File: src/rtl/core/bigram_count_table_defines.svh
// ----------------------------------------------------------------------------
// Bigram count table assertion macros
// Shared concurrent assertion forms, sampled on clock and disabled in reset.
// ----------------------------------------------------------------------------
`ifndef BIGRAM_COUNT_TABLE_DEFINES_SVH
`define BIGRAM_COUNT_TABLE_DEFINES_SVH

// Same-cycle implication
`define BCT_ASSERT_NOW(label, ante, cons, msg) \
   label: assert property (@(posedge clock) disable iff (reset) (ante) |-> (cons)) \
      else $error(msg);

// Next-cycle implication
`define BCT_ASSERT_NEXT(label, ante, cons, msg) \
   label: assert property (@(posedge clock) disable iff (reset) (ante) |=> (cons)) \
      else $error(msg);

// Invariant that holds at every edge out of reset
`define BCT_ASSERT_ALWAYS(label, cond, msg) \
   `BCT_ASSERT_NOW(label, 1'b1, cond, msg)

`endif

File: src/rtl/core/bct_pkg.sv
// ----------------------------------------------------------------------------
// Bigram count table package
// Request codes, table entry layout and controller/datapath link types.
// ----------------------------------------------------------------------------
`timescale 1ns / 1ps
`default_nettype none

package bct_pkg;

   localparam int VALUE_W = 32;
   localparam int COUNT_W = 32;

   // Request codes
   localparam logic [1:0] REQ_PUSH  = 2'd0;
   localparam logic [1:0] REQ_COUNT = 2'd1;
   localparam logic [1:0] REQ_MAX   = 2'd2;

   // One stored pair with its count
   typedef struct packed {
      logic [VALUE_W-1:0] first;
      logic [VALUE_W-1:0] second;
      logic [COUNT_W-1:0] count;
   } entry_type;

   // Controller to datapath
   typedef struct packed {
      logic load;
      logic scan_en;
      logic commit;
   } ctrl_cmd_type;

   // Datapath to controller
   typedef struct packed {
      logic scan_done;
   } dp_status_type;

endpackage

`default_nettype wire

File: src/rtl/core/bct_ctrl.sv
// ----------------------------------------------------------------------------
// Bigram count table controller
// Sequences load, table scan and commit, and owns the response valid.
// ----------------------------------------------------------------------------
`timescale 1ns / 1ps
`default_nettype none

module bct_ctrl (
   input  wire logic                  clock,
   input  wire logic                  reset,
   input  wire logic                  req_valid,
   output logic                       req_ready,
   output logic                       rsp_valid,
   input  wire logic                  rsp_ready,
   output bct_pkg::ctrl_cmd_type      cmd,
   input  wire bct_pkg::dp_status_type status
);

   typedef enum logic [1:0] {
      ST_IDLE,
      ST_SCAN,
      ST_FINISH
   } state_type;

   state_type state_ff;
   logic      rsp_valid_ff;

   // Decode commands from the current state
   always_comb begin
      cmd         = '0;
      cmd.load    = (state_ff == ST_IDLE) && req_valid;
      cmd.scan_en = (state_ff == ST_SCAN);
      cmd.commit  = (state_ff == ST_FINISH) && (!rsp_valid_ff || rsp_ready);
   end

   assign req_ready = (state_ff == ST_IDLE);
   assign rsp_valid = rsp_valid_ff;

   // Advance state and hold the response valid until its transfer
   always_ff @(posedge clock) begin
      if (reset) begin
         state_ff     <= ST_IDLE;
         rsp_valid_ff <= 1'b0;
      end else begin
         if (cmd.commit) begin
            rsp_valid_ff <= 1'b1;
         end else if (rsp_ready) begin
            rsp_valid_ff <= 1'b0;
         end
         unique case (state_ff)
            ST_IDLE: begin
               if (req_valid) begin
                  state_ff <= ST_SCAN;
               end
            end
            ST_SCAN: begin
               if (status.scan_done) begin
                  state_ff <= ST_FINISH;
               end
            end
            ST_FINISH: begin
               if (cmd.commit) begin
                  state_ff <= ST_IDLE;
               end
            end
            default: begin
               state_ff <= ST_IDLE;
            end
         endcase
      end
   end

`include "bigram_count_table_defines.svh"

   `BCT_ASSERT_NOW(a_commit_slot, cmd.commit, !rsp_valid_ff || rsp_ready, "commit over a pending response")
   `BCT_ASSERT_NEXT(a_commit_valid, cmd.commit, rsp_valid_ff, "commit without response valid")
   `BCT_ASSERT_NEXT(a_load_scan, cmd.load, state_ff == ST_SCAN && !cmd.commit, "load did not start a scan")

endmodule

`default_nettype wire

File: config.mk
export PLATFORM = sky130hd
export DESIGN_NAME = bct_ctrl
export DESIGN_NICKNAME = d
export VERILOG_FILES = /design/src/rtl/core/bct_pkg.sv /design/src/rtl/core/bct_ctrl.sv
export VERILOG_INCLUDE_DIRS = /design/src /design/src/rtl/core
export SDC_FILE = /design/constraint.sdc
export NUM_CORES = 1
export LEC_CHECK = 0
export ABC_AREA = 1
export BUFFER_PORTS_ARGS = -buffer_cell sky130_fd_sc_hd__clkbuf_2
export CAP_MARGIN = 10
export CORE_AREA = 2 2 39 41
export DETAILED_ROUTE_END_ITERATION = 10
export DIE_AREA = 0 0 41 43
export GPL_TIMING_DRIVEN = 0
export SYNTH_ARGS = -nofsm -noshare
export SYNTH_HDL_FRONTEND = slang
export SYNTH_SLANG_ARGS = --single-unit
File: constraint.sdc
create_clock -name clock -period 0.8 [get_ports clock]
set_input_delay 0.04 -clock clock [delete_from_list [all_inputs] [get_ports clock]]
set_output_delay 0.04 -clock clock [all_outputs]
set_load 0.01 [all_outputs]
==> impl_metrics.tcl, run 1 <==
set metrics [dict create \
    n_antenna_cell 0 \
    relSlewSlack 0.899 \
    p_per_area_mw_per_mm2 1580 \
    num_vias 189 \
    crit_chain "nor2_4 -> nand2_1 -> inv_1 -> buf_2" \
    initial_core_util 0.104 \
    synth_top_cell_by_area "dfxtp_1" \
    skew_ns 0.00143 \
    critPathArrivalTime_ns 0.94 \
    cts.sinks 3 \
    synthesis.instances 20 \
    ys_ff_latch 3 \
    slowest_delay_ns 0.36 \
    path_class "flip-flop to primary output" \
    min-delay-start "status" \
    yosysSeqAreaShare 0.417 \
    syn_area_um2 144 \
    drv_cap 0 \
    peakVddDrop_mv 0.315 \
    post_synth_num_cell_types 11 \
    tightest_slew_ns 0.151 \
    grt_overflow 0 \
    setup_viol 7 \
    rr_worst_depth 5 \
    synth_top_cells_by_area "dfxtp_1 (42%), inv_1 (10%), nor2_2 (8.7%)" \
    wl_per_cell_um 7.84 \
    place.gp.congestion 0.478 \
    r2r_end "state_ff[0]$_SDFFE_PP0P_" \
    period_needed_ns 0.983 \
    drtIter0Drc 2 \
    violations "setup timing" \
    drv_slew 0 \
    cts_root_buf "clkbuf_4" \
    cts_tree "yes" \
    die_area_mm2 0.00176 \
    dr.pass1.iters 2 \
    end_kind "primary output" \
    setup_ws_ns -0.183 \
    fillers 159 \
    reg2reg_from "state_ff[1]$_SDFFE_PP0P_" \
    area_delta_synth_final_pct 145 \
    cp_slowest_cell "dfxtp_4" \
    core_mm2 0.00138 \
    worst-r2r-setup-slack_ns -0.09 \
    htree_levels 1 \
    p_leak_nw 0.174 \
    pre_cts_ws_ns -0.0277 \
    clock_path_buffers 2 \
    crit_family "flip-flops" \
    synth_warnings 0 \
    synth.avg_cell_area_um2 7.19 \
    pin_count 10 \
    synth_top_area_frac 0.417 \
    hold_path_end "state_ff[1]$_SDFFE_PP0P_" \
    die_w_um 41 \
    io_buffers 9 \
    timing.critical_path.buf_inv 2 \
    hp-class "primary input to flip-flop" \
    syn_nets 25 \
    cts-buffers-inserted 3 \
    grt_pass1_vias 205 \
    clk_pin_slew_ns 0.04 \
    drc 0 \
    grt_pass1_wl_um 648 \
    crit_fanout 4 \
    num_rows 14 \
    status "finished, violations left" \
    viasPerCell 3.44 \
    final_nets 45 \
    antenna_found_initial 0 \
    postRouteAntennaNets 0 \
    drive_gt1_frac 0.744 \
    fmax_mhz 1020 \
    clk_latency_ns 0.23 \
    rsz0062_at_grt "yes" \
    hold_viol 0 \
    worstHoldPathCells 3 \
    track_usage 0.0671 \
    die_h_um 43 \
    routed_wl_um 431 \
    grt_max_degree 5 \
    cp.required_ns 0.76 \
    period_share 1.23 \
    worstSetupStartpointType "flip-flop" \
    fin_tns_setup_ns -0.682 \
]
==> per-stage QoR <==
step / hold slack [ns] / util / cell area [µm²] / instances / total power [mW]
floorplan: 0.0951 / - / 148 / 20 / 0.204
global placement: 0.230 / 0.154 / 213 / 45 / 0.234
global route: 0.101 / 0.255 / 353 / 55 / 0.608
finish: 0.0916 / 0.255 / 353 / 55 / 0.557
detailed placement: 0.236 / 0.154 / 213 / 45 / 0.235
CTS: 0.0591 / 0.233 / 323 / 55 / 0.554
==> kinds of logic (layout without fill, tap and decap cells) <==
logic type             Yosys count  count (layout)  share of synthesized area
flip-flops                       3               3                      0.417
buffers and inverters            5              24                      0.130
AND/OR/NAND/NOR                  9               9                      0.287
AO/OA/AOI/OAI                    3               3                      0.165
==> layout make-up <==
type | count | area (µm²) | share of cell area
Timing Repair Buffer | 15 | 116 | 0.330
Multi-Input combinational cell | 12 | 101 | 0.287
Sequential cell | 3 | 67.6 | 0.191
Clock buffer | 4 | 26.3 | 0.0745
Inverter | 5 | 21.3 | 0.0603
Tap cell | 16 | 20.0 | 0.0567
==> power breakdown <==
| part | leakage (nW) | internal (mW) | switching (mW) |
|---|---|---|---|
| logic | 0.133 | 0.0735 | 0.0532 |
| registers | 0.0259 | 0.155 | 0.0114 |
| clock network | 0.0150 | 0.187 | 0.0773 |
| total | 0.174 | 0.415 | 0.142 |
==> registers in the layout, summed over array words and instances, names as in the netlist <==
signal	flops
state_ff	2
rsp_valid	1
==> routing by layer <==
| layer | global-route usage | wire [µm] | up-vias |
|---|---|---|---|
| met4 | 0.0800 | 0 | 0 |
| met1 | 0.0319 | 123 | 87 |
| met2 | 0.103 | 269 | 5 |
| met5 | 0 | 0 | - |
| met3 | 0.0628 | 37 | 0 |
| li1 | - | - | 97 |
==> timing repair <==
item	4_1_cts	5_1_grt
hold buffers	1	0
endpoints found under the hold margin	2	0
setup buffers	5	0
gates resized for setup	11	11
pin swaps	4	1
setup endpoints to repair	5	7
==> cells in the mapped netlist <==
master / number
inv_1: 4
dfxtp_1: 3
nand2_1: 3
nor2_1: 2
nor2_2: 2
a21oi_1: 1
a21oi_2: 1
inv_2: 1
nand3_1: 1
nor3_1: 1
o21ba_1: 1
==> worst register-to-register path, delay by kind of cell (launching register included) <==
| family | cells | cell delay [ns] |
|---|---|---|
| AO/OA/AOI/OAI | 1 | 0.11 |
| buffers and inverters | 2 | 0.23 |
| flip-flops | 1 | 0.36 |
| AND/OR/NAND/NOR | 2 | 0.12 |
==> layout by cell type (no fill, tap or decap), types with 2 or more instances in the layout <==
master and n:
dfxtp_4 2, clkbuf_2 5, buf_6 5, inv_1 3
clkbuf_4 3, buf_2 2, nor2_4 3, buf_4 2
nand2_1 2, a21oi_2 2
==> worst max-delay path by stage <==
| stage | slack (ns) | cells past startpoint | start | to |
|---|---|---|---|---|
| 2_1_floorplan | 0.01 | 2 | state_ff[1]$_SDFFE_PP0P_ | cmd[0] |
| 3_3_place_gp | -0.03 | 3 | state_ff[1]$_SDFFE_PP0P_ | cmd[0] |
| 3_5_place_dp | -0.03 | 3 | state_ff[1]$_SDFFE_PP0P_ | cmd[0] |
| 4_1_cts | -0.19 | 4 | state_ff[0]$_SDFFE_PP0P_ | cmd[2] |
| 5_1_grt | -0.24 | 4 | state_ff[0]$_SDFFE_PP0P_ | cmd[2] |
| 6_report | -0.18 | 4 | state_ff[0]$_SDFFE_PP0P_ | cmd[2] |
No activity file was read; power rests on OpenSTA's default activity.
==> run 2: changes to the inputs <==
--- a/config.mk
+++ b/config.mk
@@ -8,8 +8,8 @@
 export LEC_CHECK = 0
 export ABC_AREA = 1
 export BUFFER_PORTS_ARGS = -buffer_cell sky130_fd_sc_hd__clkbuf_2
-export CAP_MARGIN = 10
 export CORE_AREA = 2 2 39 41
+export CTS_BUF_LIST = sky130_fd_sc_hd__clkbuf_2
 export DETAILED_ROUTE_END_ITERATION = 10
 export DIE_AREA = 0 0 41 43
 export GPL_TIMING_DRIVEN = 0
==> run 2 against run 1 <==
Net effect: the flow still finishes with violations (setup timing); combinational power down 13%; global-route usage down 0.40 points; critical path depth down 1; total power down 13%; critical path type unchanged; critical endpoint is now cmd[0]; largest cell class is now multi-input gates; largest power group unchanged; highest routed layer unchanged.
==> impl_metrics.tcl, run 2 (synthesis gave the netlist of run 1 again) <==
set metrics [dict create \
    status "finished, violations left" \
    violations "setup timing" \
    hold_viol 0 \
    relSlewSlack 0.902 \
    mostFrequentLayoutCells "clkbuf_2 (9), inv_1 (3), buf_2 (3), buf_6 (3)" \
    p_leak_nw 0.162 \
    wl_per_cell_um 7.60 \
    drive_gt1_frac 0.784 \
    peakVddDrop_mv 0.280 \
    dr.pass1.iters 2 \
    grt_pass1_wl_um 593 \
    final_nets 43 \
    cp_slowest_cell "dfxtp_4" \
    clk_pin_slew_ns 0.04 \
    rsz0062_at_grt "yes" \
    fin_tns_setup_ns -0.556 \
    area_delta_synth_final_pct 117 \
    largest_register_ffs 2 \
    die_h_um 43 \
    initial_core_util 0.104 \
    setup_viol 6 \
    drtIter0Drc 2 \
    grt_overflow 0 \
    slowest_delay_ns 0.37 \
    critPathArrivalTime_ns 0.89 \
    drv_slew 0 \
    die_w_um 41 \
    cp.required_ns 0.76 \
    htree_levels 1 \
    worstSetupStartpointType "flip-flop" \
    place.gp.congestion 0.478 \
    crit_chain "inv_2 -> nor3_2 -> buf_2" \
    crit_family "flip-flops" \
    tightest_slew_ns 0.147 \
    n_antenna_cell 0 \
    die_area_mm2 0.00176 \
    io_buffers 9 \
    clk_latency_ns 0.20 \
    period_share 1.17 \
    setup_ws_ns -0.134 \
    drv_cap 0 \
    viasPerCell 3.53 \
    cts_tree "yes" \
    grt_max_degree 5 \
    core_mm2 0.00138 \
    layout.cells.most_common "clkbuf_2" \
    crit_fanout 3 \
    routed_wl_um 403 \
    timing.critical_path.buf_inv 2 \
    holdBufCountCts 0 \
    fmax_mhz 1070 \
    top_register "state_ff" \
    antenna_found_initial 0 \
    p_per_area_mw_per_mm2 1560 \
    cts-buffers-inserted 3 \
    hp-class "primary input to flip-flop" \
    num_vias 187 \
    track_usage 0.0631 \
    pre_cts_ws_ns -0.0277 \
    period_needed_ns 0.934 \
    clock_path_buffers 2 \
    skew_ns 0.00227 \
    cts_root_buf "clkbuf_2" \
    cts.sinks 3 \
    end_kind "primary output" \
    postRouteAntennaNets 0 \
    pin_count 10 \
    grt_pass1_vias 185 \
    drc 0 \
    num_rows 14 \
    path_class "flip-flop to primary output" \
]
[run 2: through the flow]
| step | power [mW] | hold WS [ns] | cell area (µm²) | utilization | instances |
|---|---|---|---|---|---|
| global placement | 0.234 | 0.230 | 213 | 0.154 | 45 |
| floorplan | 0.204 | 0.0951 | 148 | - | 20 |
| CTS | 0.491 | 0.000588 | 290 | 0.210 | 53 |
| global route | 0.531 | 0.0188 | 312 | 0.225 | 53 |
| finish | 0.486 | 0.0304 | 312 | 0.225 | 53 |
| detailed placement | 0.235 | 0.236 | 213 | 0.154 | 45 |
[run 2: routing by layer]
layer	part of all wire	wire length [µm]	vias to the layer above	track usage
met3	0.082	33	0	0.0628
met5	0	0	-	0
met1	0.30	120	88	0.0288
met2	0.62	249	5	0.0938
li1	-	-	94	-
met4	0	0	0	0.0800
[run 2: layout make-up]
class	instances	area, µm²
Sequential cell	3	67.6
Multi-Input combinational cell	12	96.3
Fill cell	164	1070
Timing Repair Buffer	13	88.8
Clock buffer	4	20.0
Inverter	5	18.8
Tap cell	16	20.0
[run 2: worst paths after layout]
path / startpoint / endpoint / slack [ns] / cells past startpoint
setup reg to reg: state_ff[1]$_SDFFE_PP0P_ / state_ff[0]$_SDFFE_PP0P_ / -0.08 / 5
hold reg to reg: rsp_valid$_SDFFE_PP0P_ / state_ff[1]$_SDFFE_PP0P_ / 0.56 / 4
setup / recovery: state_ff[1]$_SDFFE_PP0P_ / cmd[0] / -0.13 / 3
hold / removal: reset / state_ff[0]$_SDFFE_PP0P_ / 0.03 / 2
[run 2: where the power goes]
part           total (mW)  internal, mW  leakage [nW]  switching (mW)
Clock               0.211         0.132        0.0166          0.0794
Sequential          0.165         0.155        0.0259          0.0101
Combinational       0.110        0.0612         0.119          0.0487
Total               0.486         0.348         0.162           0.138
[run 2: worst reg2reg max path, stage by stage, from the launching register on]
cell and delay, ns:
dfxtp_4 0.35, buf_6 0.12, nor2_4 0.09, buf_6 0.11, nand2_4 0.04, a21oi_2 0.11
[run 2: repair_timing]
| action | in CTS | in global routing |
|---|---|---|
| gates resized for setup | 9 | 9 |
| setup buffers | 4 | 0 |
| endpoints found under the setup margin | 5 | 7 |
| pin swaps | 4 | 1 |
